### src/hw/rtl/cbff_pkg.sv
// Shared types and constants for the counter-based flood duplicate filter.
package cbff_pkg;

   // Request kinds.
   localparam logic [1:0] KIND_ORIGINATE = 2'd0;
   localparam logic [1:0] KIND_ARRIVAL   = 2'd1;
   localparam logic [1:0] KIND_FORWARD   = 2'd2;

   // Configuration register indexes.
   localparam logic [1:0] CSR_MAX_COUNTER = 2'd0;
   localparam logic [1:0] CSR_OWN_ADDR    = 2'd1;
   localparam logic [1:0] CSR_BCAST_ADDR  = 2'd2;

   // Configuration register reset values.
   localparam logic [7:0]  MAX_COUNTER_RST = 8'd3;
   localparam logic [15:0] OWN_ADDR_RST    = 16'h0000;
   localparam logic [15:0] BCAST_ADDR_RST  = 16'hFFFF;

   // One request.
   typedef struct packed {
      logic [1:0]  kind;
      logic [15:0] src_addr;
      logic [15:0] seq_num;
      logic [15:0] dst_addr;
      logic [7:0]  hops_in;
   } cbff_req_type;

   // One result.
   typedef struct packed {
      logic        duplicate;
      logic        deliver;
      logic        schedule_forward;
      logic        send_now;
      logic        entry_missing;
      logic [7:0]  hops_out;
      logic [15:0] seq_out;
   } cbff_rsp_type;

   // One history entry.
   typedef struct packed {
      logic [15:0] src;
      logic [15:0] seq;
      logic [7:0]  count;
   } cbff_entry_type;

   // Current configuration.
   typedef struct packed {
      logic [7:0]  max_counter;
      logic [15:0] own_address;
      logic [15:0] broadcast_address;
   } cbff_cfg_type;

endpackage

### src/hw/rtl/cbff_hist_mem.sv
// History memory: one write port and one registered read port.
module cbff_hist_mem
   import cbff_pkg::*;
#(
   parameter int DEPTH = 16,
   parameter int AW    = 4
) (
   input  logic           clock,
   input  logic           wr_en,
   input  logic [AW-1:0]  wr_addr,
   input  cbff_entry_type wr_data,
   input  logic           rd_en,
   input  logic [AW-1:0]  rd_addr,
   output cbff_entry_type rd_data
);

   cbff_entry_type mem_ff [DEPTH];
   cbff_entry_type rd_data_ff;

   // Write port.
   always_ff @(posedge clock) begin
      if (wr_en) begin
         mem_ff[wr_addr] <= wr_data;
      end
   end

   // Registered read port.
   always_ff @(posedge clock) begin
      if (rd_en) begin
         rd_data_ff <= mem_ff[rd_addr];
      end
   end

   assign rd_data = rd_data_ff;

endmodule

### src/hw/rtl/cbff_ctrl.sv
// Sequencer: walks the history FIFO, then updates it (originate and arrival only) and builds the result.
module cbff_ctrl
   import cbff_pkg::*;
#(
   parameter int DEPTH = 16,
   parameter int AW    = 4,
   parameter int CW    = 5
) (
   input  logic           clock,
   input  logic           reset,
   input  logic           start,
   output logic           busy,
   input  cbff_req_type   req_data,
   input  cbff_cfg_type   cfg,
   output logic           rsp_valid,
   output cbff_rsp_type   rsp_data,
   output logic           mem_wr_en,
   output logic [AW-1:0]  mem_wr_addr,
   output cbff_entry_type mem_wr_data,
   output logic           mem_rd_en,
   output logic [AW-1:0]  mem_rd_addr,
   input  cbff_entry_type mem_rd_data
);

   localparam int SW = CW + 1;
   localparam logic [SW-1:0] DEPTH_S = SW'(DEPTH);
   localparam logic [CW-1:0] DEPTH_C = CW'(DEPTH);

   typedef enum logic [2:0] {
      ST_IDLE   = 3'b001,
      ST_SCAN   = 3'b010,
      ST_UPDATE = 3'b100
   } state_type;

   state_type      state_ff, state_in;
   cbff_req_type   item_ff, item_in;
   logic [15:0]    key_src_ff, key_src_in;
   logic [15:0]    key_seq_ff, key_seq_in;
   logic [15:0]    lseq_ff, lseq_in;
   logic [CW-1:0]  scan_ff, scan_in;
   logic           cmp_vld_ff, cmp_vld_in;
   logic [AW-1:0]  cmp_slot_ff, cmp_slot_in;
   logic           hit_ff, hit_in;
   logic [AW-1:0]  hit_slot_ff, hit_slot_in;
   logic [7:0]     hit_count_ff, hit_count_in;
   logic [AW-1:0]  oldest_ff, oldest_in;
   logic [CW-1:0]  fill_ff, fill_in;
   logic           rsp_valid_ff, rsp_valid_in;
   cbff_rsp_type   rsp_ff, rsp_in;

   logic [SW-1:0]  scan_sum;
   logic [SW-1:0]  fill_sum;
   logic [SW-1:0]  next_sum;
   logic [AW-1:0]  scan_addr;
   logic [AW-1:0]  tail_addr;
   logic [AW-1:0]  oldest_next;
   logic [15:0]    lseq_next;
   logic           is_insert_kind;

   // Slot addresses: oldest plus an offset, wrapped once around the FIFO.
   always_comb begin
      scan_sum = SW'(oldest_ff) + SW'(scan_ff);
      if (scan_sum >= DEPTH_S) begin
         scan_sum = scan_sum - DEPTH_S;
      end
      fill_sum = SW'(oldest_ff) + SW'(fill_ff);
      if (fill_sum >= DEPTH_S) begin
         fill_sum = fill_sum - DEPTH_S;
      end
      next_sum = SW'(oldest_ff) + SW'(1);
      if (next_sum >= DEPTH_S) begin
         next_sum = next_sum - DEPTH_S;
      end
   end

   assign scan_addr      = scan_sum[AW-1:0];
   assign tail_addr      = fill_sum[AW-1:0];
   assign oldest_next    = next_sum[AW-1:0];
   assign lseq_next      = lseq_ff + 16'd1;
   assign is_insert_kind = (item_ff.kind == KIND_ORIGINATE) ||
                           (item_ff.kind == KIND_ARRIVAL);

   // Next-state logic.
   always_comb begin
      state_in     = state_ff;
      item_in      = item_ff;
      key_src_in   = key_src_ff;
      key_seq_in   = key_seq_ff;
      lseq_in      = lseq_ff;
      scan_in      = scan_ff;
      cmp_vld_in   = 1'b0;
      cmp_slot_in  = cmp_slot_ff;
      hit_in       = hit_ff;
      hit_slot_in  = hit_slot_ff;
      hit_count_in = hit_count_ff;
      oldest_in    = oldest_ff;
      fill_in      = fill_ff;
      rsp_valid_in = 1'b0;
      rsp_in       = rsp_ff;
      mem_wr_en    = 1'b0;
      mem_wr_addr  = hit_slot_ff;
      mem_wr_data  = '0;
      mem_rd_en    = 1'b0;
      mem_rd_addr  = scan_addr;

      case (state_ff)
         ST_IDLE: begin
            if (start) begin
               item_in = req_data;
               scan_in = '0;
               hit_in  = 1'b0;
               if (req_data.kind == KIND_ORIGINATE) begin
                  lseq_in    = lseq_next;
                  key_src_in = cfg.own_address;
                  key_seq_in = lseq_next;
               end else begin
                  key_src_in = req_data.src_addr;
                  key_seq_in = req_data.seq_num;
               end
               if (req_data.kind == KIND_ORIGINATE || req_data.kind == KIND_ARRIVAL ||
                   req_data.kind == KIND_FORWARD) begin
                  state_in = ST_SCAN;
               end else begin
                  state_in = ST_UPDATE;
               end
            end
         end

         ST_SCAN: begin
            // Issue one read per cycle; compare the entry read last cycle.
            mem_rd_en   = (scan_ff < fill_ff);
            cmp_vld_in  = mem_rd_en;
            cmp_slot_in = scan_addr;
            scan_in     = scan_ff + CW'(mem_rd_en);
            if (cmp_vld_ff && mem_rd_data.src == key_src_ff &&
                mem_rd_data.seq == key_seq_ff) begin
               hit_in       = 1'b1;
               hit_slot_in  = cmp_slot_ff;
               hit_count_in = mem_rd_data.count;
               state_in     = ST_UPDATE;
            end else if (!mem_rd_en && !cmp_vld_ff) begin
               state_in = ST_UPDATE;
            end
         end

         ST_UPDATE: begin
            // For originates and arrivals: counter bump on a hit below the limit, FIFO insert on a miss.
            if (is_insert_kind) begin
               if (hit_ff) begin
                  mem_wr_en   = (hit_count_ff < cfg.max_counter);
                  mem_wr_addr = hit_slot_ff;
                  mem_wr_data = '{src: key_src_ff, seq: key_seq_ff,
                                  count: hit_count_ff + 8'd1};
               end else begin
                  mem_wr_en   = 1'b1;
                  mem_wr_data = '{src: key_src_ff, seq: key_seq_ff, count: 8'd0};
                  if (fill_ff == DEPTH_C) begin
                     mem_wr_addr = oldest_ff;
                     oldest_in   = oldest_next;
                  end else begin
                     mem_wr_addr = tail_addr;
                     fill_in     = fill_ff + CW'(1);
                  end
               end
            end

            // Result fields by kind.
            rsp_in = '0;
            case (item_ff.kind)
               KIND_ORIGINATE: begin
                  rsp_in.send_now = 1'b1;
                  rsp_in.seq_out  = key_seq_ff;
               end
               KIND_ARRIVAL: begin
                  rsp_in.hops_out = (item_ff.hops_in == 8'hFF) ? 8'hFF :
                                    item_ff.hops_in + 8'd1;
                  if (hit_ff) begin
                     rsp_in.duplicate = 1'b1;
                  end else begin
                     rsp_in.deliver = (item_ff.dst_addr == cfg.own_address) ||
                                      (item_ff.dst_addr == cfg.broadcast_address);
                     rsp_in.schedule_forward = (item_ff.dst_addr != cfg.own_address);
                  end
               end
               KIND_FORWARD: begin
                  if (hit_ff) begin
                     rsp_in.send_now = (hit_count_ff < cfg.max_counter);
                  end else begin
                     rsp_in.entry_missing = 1'b1;
                  end
               end
               default: begin
                  rsp_in = '0;
               end
            endcase
            rsp_valid_in = 1'b1;
            state_in     = ST_IDLE;
         end

         default: begin
            state_in = ST_IDLE;
         end
      endcase
   end

   // Control registers.
   always_ff @(posedge clock) begin
      if (reset) begin
         state_ff     <= ST_IDLE;
         lseq_ff      <= '0;
         oldest_ff    <= '0;
         fill_ff      <= '0;
         cmp_vld_ff   <= 1'b0;
         rsp_valid_ff <= 1'b0;
      end else begin
         state_ff     <= state_in;
         lseq_ff      <= lseq_in;
         oldest_ff    <= oldest_in;
         fill_ff      <= fill_in;
         cmp_vld_ff   <= cmp_vld_in;
         rsp_valid_ff <= rsp_valid_in;
      end
   end

   // Payload registers.
   always_ff @(posedge clock) begin
      item_ff      <= item_in;
      key_src_ff   <= key_src_in;
      key_seq_ff   <= key_seq_in;
      scan_ff      <= scan_in;
      cmp_slot_ff  <= cmp_slot_in;
      hit_ff       <= hit_in;
      hit_slot_ff  <= hit_slot_in;
      hit_count_ff <= hit_count_in;
      rsp_ff       <= rsp_in;
   end

   assign busy      = (state_ff != ST_IDLE);
   assign rsp_valid = rsp_valid_ff;
   assign rsp_data  = rsp_ff;

endmodule

### src/hw/rtl/counter_based_flood_filter_core.sv
// Top level of the counter-based flood duplicate filter.
// The history FIFO is read one entry a cycle, so a lookup takes longer as the history
// fills; the unused kind skips the scan. One request is handled at a time; a new request
// is taken in the cycle its predecessor's result is shown. The receiver cannot stall.
// Reset empties the history, clears the sequence and restores the register defaults.
module counter_based_flood_filter_core
   import cbff_pkg::*;
#(
   parameter int HISTORY_DEPTH = 16
) (
   input  logic         clock,
   input  logic         reset,
   input  logic         start,
   output logic         busy,
   input  cbff_req_type req_data,
   output logic         rsp_valid,
   output cbff_rsp_type rsp_data,
   input  logic         csr_valid,
   output logic         csr_ready,
   input  logic [1:0]   csr_index,
   input  logic [15:0]  csr_wdata
);

   localparam int AW = (HISTORY_DEPTH > 1) ? $clog2(HISTORY_DEPTH) : 1;
   localparam int CW = $clog2(HISTORY_DEPTH + 1);

   cbff_cfg_type   cfg_ff, cfg_in;
   logic           mem_wr_en;
   logic [AW-1:0]  mem_wr_addr;
   cbff_entry_type mem_wr_data;
   logic           mem_rd_en;
   logic [AW-1:0]  mem_rd_addr;
   cbff_entry_type mem_rd_data;

   // Configuration registers; writes are always taken.
   assign csr_ready = 1'b1;

   always_comb begin
      cfg_in = cfg_ff;
      if (csr_valid) begin
         case (csr_index)
            CSR_MAX_COUNTER: cfg_in.max_counter       = csr_wdata[7:0];
            CSR_OWN_ADDR:    cfg_in.own_address       = csr_wdata;
            CSR_BCAST_ADDR:  cfg_in.broadcast_address = csr_wdata;
            default:         cfg_in = cfg_ff;
         endcase
      end
   end

   always_ff @(posedge clock) begin
      if (reset) begin
         cfg_ff <= '{max_counter: MAX_COUNTER_RST, own_address: OWN_ADDR_RST,
                     broadcast_address: BCAST_ADDR_RST};
      end else begin
         cfg_ff <= cfg_in;
      end
   end

   // Lookup and update sequencer.
   cbff_ctrl #(
      .DEPTH (HISTORY_DEPTH),
      .AW    (AW),
      .CW    (CW)
   ) u_ctrl (
      .clock       (clock),
      .reset       (reset),
      .start       (start),
      .busy        (busy),
      .req_data    (req_data),
      .cfg         (cfg_ff),
      .rsp_valid   (rsp_valid),
      .rsp_data    (rsp_data),
      .mem_wr_en   (mem_wr_en),
      .mem_wr_addr (mem_wr_addr),
      .mem_wr_data (mem_wr_data),
      .mem_rd_en   (mem_rd_en),
      .mem_rd_addr (mem_rd_addr),
      .mem_rd_data (mem_rd_data)
   );

   // History storage.
   cbff_hist_mem #(
      .DEPTH (HISTORY_DEPTH),
      .AW    (AW)
   ) u_hist_mem (
      .clock   (clock),
      .wr_en   (mem_wr_en),
      .wr_addr (mem_wr_addr),
      .wr_data (mem_wr_data),
      .rd_en   (mem_rd_en),
      .rd_addr (mem_rd_addr),
      .rd_data (mem_rd_data)
   );

endmodule

### config.mk
export PLATFORM = sky130hd
export DESIGN_NAME = counter_based_flood_filter_core
export DESIGN_NICKNAME = d
export VERILOG_FILES = /design/src/hw/rtl/cbff_pkg.sv /design/src/hw/rtl/cbff_hist_mem.sv /design/src/hw/rtl/cbff_ctrl.sv /design/src/hw/rtl/counter_based_flood_filter_core.sv
export SDC_FILE = /design/constraint.sdc
export NUM_CORES = 1
export LEC_CHECK = 0
export ABC_CLOCK_PERIOD_IN_PS = 6600
export BUFFER_PORTS_ARGS = -buffer_cell sky130_fd_sc_hd__buf_4
export CORE_MARGIN = 3
export CORE_UTILIZATION = 35
export CTS_CLUSTER_SIZE = 40
export DETAILED_ROUTE_END_ITERATION = 16
export GPL_TIMING_DRIVEN = 0
export SETUP_SLACK_MARGIN = 0.3
export SYNTH_ARGS = -nofsm -noshare
export SYNTH_HDL_FRONTEND = slang
export SYNTH_SLANG_ARGS = --single-unit
### constraint.sdc
create_clock -name clock -period 6.6 [get_ports clock]
set_clock_uncertainty 0.2 [all_clocks]
set_input_delay 0 -clock clock [delete_from_list [all_inputs] [get_ports clock]]
set_output_delay 0 -clock clock [all_outputs]
set_load 0.1 [all_outputs]
# Word-level counts from Yosys, hierarchy flattened
# Memories as Yosys holds them, arrays and structs flattened. A register that Yosys moved wholly into a read port is not among the register bits.
# Cells that the tools add are included.
[totals]
ff_bits = 179
word_cells = 125
mem_bits_rw = 640
in_bits = 80
output_inout_bits = 32
mem_count = 1
[classes]
n_eq_ne = 20
reduce_logical = 25
addsub = 11
n_bitwise = 3
n_mux = 34
n_lt_le_gt_ge = 5
[memory_table]
columns = ["name", "words", "width", "rd", "rd_clocked_by_memory_dff", "write_ports", "line_no", "text"]
rows = [
  ["u_hist_mem.mem_ff", 16, 40, 1, 1, 1, "cbff_hist_mem.sv:17", "cbff_entry_type mem_ff [DEPTH];"],
]
[ops]
columns = ["operator", "count"]
rows = [
  ["40-bit 2-to-1 mux", 2],
  ["16-bit equality test", 4],
  ["16-bit 2-to-1 mux", 2],
  ["4-bit 2-to-1 mux", 7],
  ["16-bit by 1-bit adder with 16-bit output, second input constant", 1],
  ["8-bit by 1-bit adder with 8-bit output, second input constant", 2],
  ["8-bit 2-to-1 mux", 2],
  ["16-bit inequality test", 1],
  ["2-bit AND reduction", 7],
  ["4-bit by 5-bit adder with 6-bit output", 2],
  ["6-bit by 5-bit >= comparator with 1-bit output, second input constant", 2],
  ["1-bit 2-to-1 mux", 12],
  ["3-bit 2-to-1 mux", 4],
  ["4-bit by 1-bit subtractor with 4-bit output, second input constant", 3],
  ["5-bit one-hot mux with 2 select lines", 1],
  ["8-bit equality test, second input constant", 1],
  ["8-bit < comparator", 1],
  ["4-bit AND reduction", 2],
  ["2-bit by 1-bit equality test with 1-bit output, second input constant", 3],
  ["2-bit equality test, second input constant", 3],
  ["2-bit logical NOT", 3],
  ["3-bit by 1-bit inequality test with 1-bit output, second input constant", 2],
  ["3-bit one-hot mux with 2 select lines", 1],
  ["3-bit AND reduction", 2],
  ["other kinds (19)", 28],
]

# Depth between registers and ports, before layout
# Gate-level depths: netlist (run 1).
[logic_depth]
ltp_word = 7
mapped_depth = 11

# Hierarchy
# Synthesis (run 1) repeated with hierarchy kept, for this count alone.
[unflattened]
hier_cells = 1864
area_unflattened_um2 = 34559.4
[modules_own_cells]
columns = ["mod", "cells_per_inst", "seq_area_each_um2", "instances", "area_each_um2"]
rows = [
  ["cbff_hist_mem", 1040, 20419.6, 1, 25532.0],
  ["cbff_ctrl", 654, 3873.7, 1, 7333.3],
  ["counter_based_flood_filter_core", 170, 800.8, 1, 1694.1],
]

# Worst setup path after synthesis (run 1)
# OpenSTA, ideal clock, no wires.
[synth_timing]
path_kind = "register to register"
startpoint = "reg u_ctrl.fill_ff[0]"
endpoint = "mem u_hist_mem.mem_ff[10][0] (netlist name), enable pin"
arrival_time_ns = 4.570
stages_incl_launch_ff = 8
setup_slack_ns = 1.343
path_cell_list = "dfxtp_1 -> ha_1 -> fa_1 -> xor2_1 -> mux2_2 -> nor4_1 -> nor3_1 -> nor3_1"
[synth_via]
elab_chain_len = 7
[synth_rtl]
columns = ["item", "line_no", "text"]
rows = [
  ["start: declaration", "cbff_ctrl.sv:47", "logic [CW-1:0] fill_ff, fill_in;"],
  ["start signal: assignment", "cbff_ctrl.sv:219", "fill_ff <= fill_in;"],
  ["4-bit by 5-bit adder with 6-bit output", "cbff_ctrl.sv:66", "fill_sum = SW'(oldest_ff) + SW'(fill_ff);"],
  ["6-bit by 5-bit >= comparator with 1-bit output / 4-bit by 1-bit subtractor with 4-bit output (equally long branches)", "cbff_ctrl.sv:67, cbff_ctrl.sv:68", ""],
  ["4-bit 2-to-1 mux", "cbff_ctrl.sv:67", "if (fill_sum >= DEPTH_S) begin"],
  ["4-bit 2-to-1 mux (*)", "cbff_ctrl.sv:157", "if (fill_ff == DEPTH_C) begin"],
  ["4-bit 2-to-1 mux (*)", "cbff_ctrl.sv:149", "if (hit_ff) begin"],
  ["4-bit 2-to-1 mux (*)", "cbff_ctrl.sv:148", "if (is_insert_kind) begin"],
  ["4-bit 2-to-1 mux (*)", "cbff_ctrl.sv:106", "case (state_ff)"],
  ["end: declaration", "cbff_hist_mem.sv:17", ""],
]
# Every way passes the cells marked *; elsewhere a longest branch is shown, timed or not.

# Worst setup path in the final report (run 1)
[layout_timing]
startpoint = "reg u_ctrl.scan_ff[0]"
endpoint = "reg, netlist name u_hist_mem.rd_data[24]"
[layout_via]
elab_chain_len = 3
[layout_rtl]
columns = ["item", "line_no", "text"]
rows = [
  ["start: declaration", "cbff_ctrl.sv:40", "logic [CW-1:0] scan_ff, scan_in;"],
  ["start signal: assignment", "cbff_ctrl.sv:230", "scan_ff <= scan_in;"],
  ["4-bit by 5-bit adder with 6-bit output (*)", "cbff_ctrl.sv:62", "scan_sum = SW'(oldest_ff) + SW'(scan_ff);"],
  ["6-bit by 5-bit >= comparator with 1-bit output / 4-bit by 1-bit subtractor with 4-bit output (equally long branches)", "cbff_ctrl.sv:63, cbff_ctrl.sv:64", ""],
  ["4-bit 2-to-1 mux (*)", "cbff_ctrl.sv:63", "if (scan_sum >= DEPTH_S) begin"],
  ["named net mem_rd_addr[1]", "counter_based_flood_filter_core.sv:32", "logic [AW-1:0] mem_rd_addr;"],
]
# The timed path passes the listed nets; every way through them passes the cells marked *.
# A chain may end at the register's enable or synchronous reset.

==> impl_metrics.ini, run 1 <==
[placed_design]
dp_cells = 3372
gp_congestion = 0.816
dp_hpwl_mm = 59.4
io_buffers = 109

[worst_setup_path]
critPathCapture = u_hist_mem.rd_data[24]
reg2reg_depth = 8
slowest_stage = buf_1
crit_required_ps = 6750
crit_path_end_kind = flip-flop
critPathLaunch = u_ctrl.scan_ff[0]
cp.arrival_ps = 4320
path_cells = ha_1 > fa_1 > buf_2 > clkbuf_1 > buf_1 > mux4_2 > a211oi_1 > a21oi_1
rr_startpoint = u_ctrl.scan_ff[0]
path_depth = 8
timing.rr.end = u_hist_mem.rd_data[24]
path_class = reg -> reg
max_stage_delay_ps = 710
startpoint_type = flip-flop
crit_buf_inv = 3
crit_family = buffers and inverters
worstPathMaxFanout = 10
r2r_setup_slack_ps = 2430

[job]
drv_cap = 0

[synthesis]
syn_inst = 1902
yosys_warnings = 0
yosysSeqAreaShare_pct = 73.2
syn-num-nets = 2009
synth_top_area_cell = edfxtp_1
synth_edf_count = 789
async_flop_share_pct = 0
synth_top_area_share_pct = 69.1
yosysMostFrequentCell = edfxtp_1
syn-cell-area_um2 = 34300
synth_area_leaders = edfxtp_1, mux4_2, dfxtp_1, xor2_1, mux2i_1
synth_seq_cells = 859
yosysUniqueCellTypes = 56
ys.flop_type = edfxtp_1
synth_commonest_cells = edfxtp_1, mux4_2, nand2_1, a21oi_1, xor2_1
synth.avg_cell_area_um2 = 18.0

[grt]
grt_max_degree = 46
grt_overflow_total = 0
antenna_found_initial = 4
grt_usage_pct = 16.9
grt_pass1_wl_mm = 128
grt_pass1_vias = 19700

[clocking]
clk_path_buf_depth = 3
clock_latency_ps = 640
cts_root_buf = clkbuf_16
clock-sinks = 859
postCtsHoldBufs = 144
cts.htree.levels = 3
clkSlewWorstSetupHoldPaths_ps = 70
post-cts-setup-buffers = 0
cts_buffers = 86
cts_tree = done
cts-resized-gates = 0

[min_path]
hp-class = in -> reg

[finish]
finalCoreUtilization_pct = 43.5
antenna_cells = 0
layout-drive-gt1-share_pct = 23.1
stdcell_count = 3670
area_growth_pct = 22.9
layout.nets = 2435

[floorplan]
die_area_um2 = 102000
die_h_um = 319
ios = 112
fp.dieW_um = 319
rows = 114
core_area_um2 = 96900
start_util_pct = 35.4

[timing]
max_freq_ghz = 0.240
setup_viol = 0
hold_viol_final = 0
fin_crit_sh_pct = 63.2
grt_setup_unrepaired = no
maxSlewViolCount = 0
fin_crit_ps = 4170
slew_headroom_pct = 13.0
worst_pin_slew_ps = 1300

[run_status]
status = completed

[drt]
drtIter0Drc = 1707
ant_nets = 0
drtPass1Iterations = 5
wl_per_cell_um = 23.5
routed_wl_mm = 86.4
dr_total_vias = 18900
via_per_inst = 5.16
drc = 0

[power]
p_leak_uw = 0.0122
power.density_nw_per_um2 = 272
ir_drop_v = 0.000178
how the worst min path moves through the flow:
stage	from	to	slack [ps]	cells after the start
final	req_data[24]	u_ctrl.key_seq_ff[0]	30	4
after global placement	req_data[0]	u_ctrl.item_ff[0]	-20	1
after floorplan	req_data[0]	u_ctrl.item_ff[0]	-100	0
after detailed placement	req_data[11]	u_ctrl.item_ff[11]	-20	1
after global routing	csr_wdata[12]	cfg_ff[28]	10	4
after CTS	csr_wdata[12]	cfg_ff[28]	0.6	4
final cells by class:
| type | count | area [um2] |
|---|---|---|
| buffer | 91 | 392 |
| clock buffer | 115 | 2380 |
| clock inverter | 39 | 462 |
| fill | 8338 | 54700 |
| inverter | 20 | 75.1 |
| multi-input combinational | 932 | 8830 |
| sequential | 859 | 25100 |
| tap | 1276 | 1600 |
| timing repair buffer | 338 | 3310 |
sequential cells by signal (all words and copies together) (netlist names):
signal,cells
u_ctrl.lseq_ff,16
u_ctrl.state_ff,3
u_ctrl.rsp_data,29
u_ctrl.key_src_ff,16
u_ctrl.fill_ff,5
u_ctrl.oldest_ff,4
u_ctrl.scan_ff,5
u_hist_mem.mem_ff,640
u_ctrl.cmp_slot_ff,4
u_ctrl.key_seq_ff,16
cfg_ff,40
u_ctrl.hit_count_ff,8
u_ctrl.hit_slot_ff,4
u_ctrl.item_ff,26
u_hist_mem.rd_data,40
u_ctrl.hit_ff,1
u_ctrl.rsp_valid,1
u_ctrl.cmp_vld_ff,1
cells in the final DEF, fill, tap and decap left out, drive strengths merged, types with 8 or more instances in the layout:
master,synthesis,final
xor2,86,86
a211oi,47,47
nand3b,18,18
nor4,20,20
nand3,22,22
mux2,18,18
ha,25,25
nor2b,43,43
bufinv,0,8
clkinv,0,24
and2,50,50
dfxtp,70,70
buf,32,226
clkbuf,59,174
a21oi,90,90
edfxtp,789,789
nand4,8,8
mux2i,46,46
nor3,29,29
mux4,160,160
nand2,96,96
o21ai,10,10
inv,20,25
and3,8,8
nor2,83,83
xnor2,30,30
dlygate4sd3,0,144
logic make-up (layout without fill, tap and decap cells):
group	count (synthesis)	count (layout)	synth area share [%]
flip-flops	859	859	73.2
multiplexers	224	224	12.4
AO/OA/AOI/OAI	164	164	2.89
adder cells (fa/ha/maj)	27	27	1.03
AND/OR/NAND/NOR	400	400	6.11
XOR/XNOR	116	116	2.96
buffers and inverters	111	603	1.36
other	1	1	0.0109
worst min-delay path, stage by stage:
cell and delay [ps]:
dlygate4sd3_1 550, buf_4 110, nand2_1 40, o21ai_0 60
per-stage QoR:
step	setup TNS, ps	cell area [um2]	total power [uW]	setup slack [ps]	hold slack [ps]
final	0	42100	11500	2430	28.9
after global routing	0	42100	11800	2300	10.5
after CTS	0	42100	11600	2390	0.619
after detailed placement	0	37900	6600	2400	-20.5
after global placement	-1407740	36700	6590	-2520	-19.2
after floorplan	0	34300	6380	1340	-101
power by group:
| group | switching [uW] | internal (uW) |
|---|---|---|
| Sequential | 59.5 | 5930 |
| Combinational | 331 | 241 |
| Clock | 2050 | 2860 |
metal layers:
metal  vias to the layer above  GRT usage (%)  share of wire, %  routed length, um
li1                       8327              -                 -                  -
met5                         -              0             0.014                 12
met2                       672           28.5                49              42700
met1                      9766           21.9                41              35000
met3                       158           3.10               6.7               5820
met4                         2           6.12               3.3               2840
Power figures use the tool's default switching activity.
==> run 2, diff against run 1 <==
- ABC_CLOCK_PERIOD_IN_PS: 6600 -> 4250
- clock period: 6.6 -> 4.25 ns (I/O delays scaled with it)
==> run 2 against run 1 <==
Effect of this change:
- hold slack got worse by 13 ps
- cell count hardly changed
- die area is the same
- largest cell class unchanged
==> impl_metrics.ini, run 2 (same netlist as run 1, synthesis figures left out) <==
[timing]
grt_setup_unrepaired = no
fin_crit_ps = 3840
max_freq_ghz = 0.260
fin_setup_tns_ps = 0
slew_headroom_pct = 2.42
worst_pin_slew_ps = 1460
hold_viol_final = 0
setup_viol = 0
maxSlewViolCount = 0
fin_crit_sh_pct = 90.4

[floorplan]
rows = 114
fp.dieW_um = 319
ios = 112
die_h_um = 319
die_area_um2 = 102000
start_util_pct = 35.4
core_area_um2 = 96900

[worst_setup_path]
slowest_stage = fa_1
reg2reg_depth = 8
critPathCapture = u_hist_mem.rd_data[4]
critPathLaunch = u_ctrl.scan_ff[0]
startpoint_type = flip-flop
path_cells = ha_1 > fa_1 > buf_2 > clkbuf_1 > clkbuf_2 > mux4_2 > mux2i_1 > a21oi_1
max_stage_delay_ps = 570
crit_buf_inv = 3
r2r_setup_slack_ps = 410
path_class = reg -> reg
path_depth = 8
crit_required_ps = 4370
crit_family = buffers and inverters
crit_path_end_kind = flip-flop
rr_startpoint = u_ctrl.scan_ff[0]
timing.rr.end = u_hist_mem.rd_data[4]
worstPathMaxFanout = 10
cp.arrival_ps = 3970

[drt]
wl_per_cell_um = 23.8
drtIter0Drc = 1727
drtPass1Iterations = 9
ant_nets = 0
dr_total_vias = 19100
drc = 0
via_per_inst = 5.20
routed_wl_mm = 87.2

[job]
drv_cap = 0

[finish]
largest_reg_flops = 640
regMostFlops = u_hist_mem.mem_ff
seqCellArea_um2 = 25100
layout_commonest_cell = edfxtp_1
layout_common_cells = edfxtp_1, mux4_2, dlygate4sd3_1
layout.nets = 2433
antenna_cells = 0
final_cell_area_um2 = 42600
stdcell_count = 3669
layout-drive-gt1-share_pct = 24.3
area_growth_pct = 24.1
n_fill_cell = 8267
multi_input_area_um2 = 8900

[placed_design]
dp_cells = 3355
io_buffers = 109
dp_hpwl_mm = 58.9
place_area_um2 = 38000
gp_congestion = 0.803

[clocking]
clock_latency_ps = 640
clkSlewWorstSetupHoldPaths_ps = 60
cts_buffers = 89
cts.htree.levels = 3
cts_root_buf = clkbuf_16
cts_tree = done
clock-sinks = 859
clk_path_buf_depth = 3

[grt]
antenna_found_initial = 5
grt_use_met2_pct = 28.6
grt_pass1_vias = 19900
grt_pass1_wl_mm = 129
grt_max_degree = 38
grt_busiest_layer = met2
use_met3_pct = 3.26
grt_overflow_total = 0
use_met1_pct = 22.6
grt_usage_pct = 17.0

[power]
power.density_nw_per_um2 = 427
ir_drop_v = 0.000308
p_leak_uw = 0.0125

[min_path]
hp-class = in -> reg
worstHoldStart = csr_wdata[9]

[run_status]
status = completed
-- run 2: routing by layer --
layer / vias to the layer above / share of wire, %
li1: 8321 / -
met1: 9910 / 41
met2: 721 / 49
met3: 130 / 7.3
met4: 2 / 2.4
met5: - / 0.015
-- run 2: what timing repair did --
| action | 4_1_cts | 5_1_grt |
|---|---|---|
| setup buffers | 7 | 12 |
| gates cloned | 0 | 0 |
| hold endpoints to repair | 129 | 0 |
| resized for setup | 7 | 15 |
| hold buffers | 136 | 0 |
| setup endpoints to repair | 161 | 154 |
| pin swaps | 5 | 6 |
-- run 2: final cells by class --
type | instances | area share (%)
buffer | 91 | 0.955
tap | 1276 | 3.75
clock inverter | 54 | 1.49
inverter | 20 | 0.176
timing repair buffer | 333 | 8.25
sequential | 859 | 59.0
clock buffer | 104 | 5.51
multi-input combinational | 932 | 20.9
-- run 2: power by group --
part           switching (uW)  internal (uW)  total (uW)
clock                    3190           4790        7980
sequential                104           9210        9310
combinational             518            368         886
total                    3820          14400       18200
-- run 2: worst min path at each step --
stage / endpoint / depth (start not counted) / slack [ps]
6_report: cfg_ff[25] / 4 / 20
5_1_grt: u_ctrl.key_src_ff[11] / 3 / 30
4_1_cts: cfg_ff[25] / 4 / 3
3_5_place_dp: u_ctrl.item_ff[23] / 1 / -20
3_3_place_gp: u_ctrl.item_ff[23] / 1 / -20
2_1_floorplan: u_ctrl.item_ff[0] / 0 / -100
-- run 2: through the flow --
step / worst slack [ps] / hold WS (ps) / util (%) / total power, uW
3_5_place_dp: 67.0 / -20.5 / 39.2 / 10300
4_1_cts: 58.7 / 3.23 / 43.8 / 18300
3_3_place_gp: -4800 / -19.6 / 38.0 / 10300
6_report: 406 / 16.3 / 43.9 / 18200
2_1_floorplan: -865 / -101 / - / 9900
5_1_grt: 335 / 34.8 / 43.9 / 18700
-- run 2: worst register-to-register path, delay by kind of cell, from the launching register on --
| kind | cells | cell delay, ps |
|---|---|---|
| AO/OA/AOI/OAI | 1 | 150 |
| buffers and inverters | 3 | 1320 |
| multiplexers | 2 | 610 |
| adder cells (fa/ha/maj) | 2 | 820 |
| flip-flops | 1 | 460 |
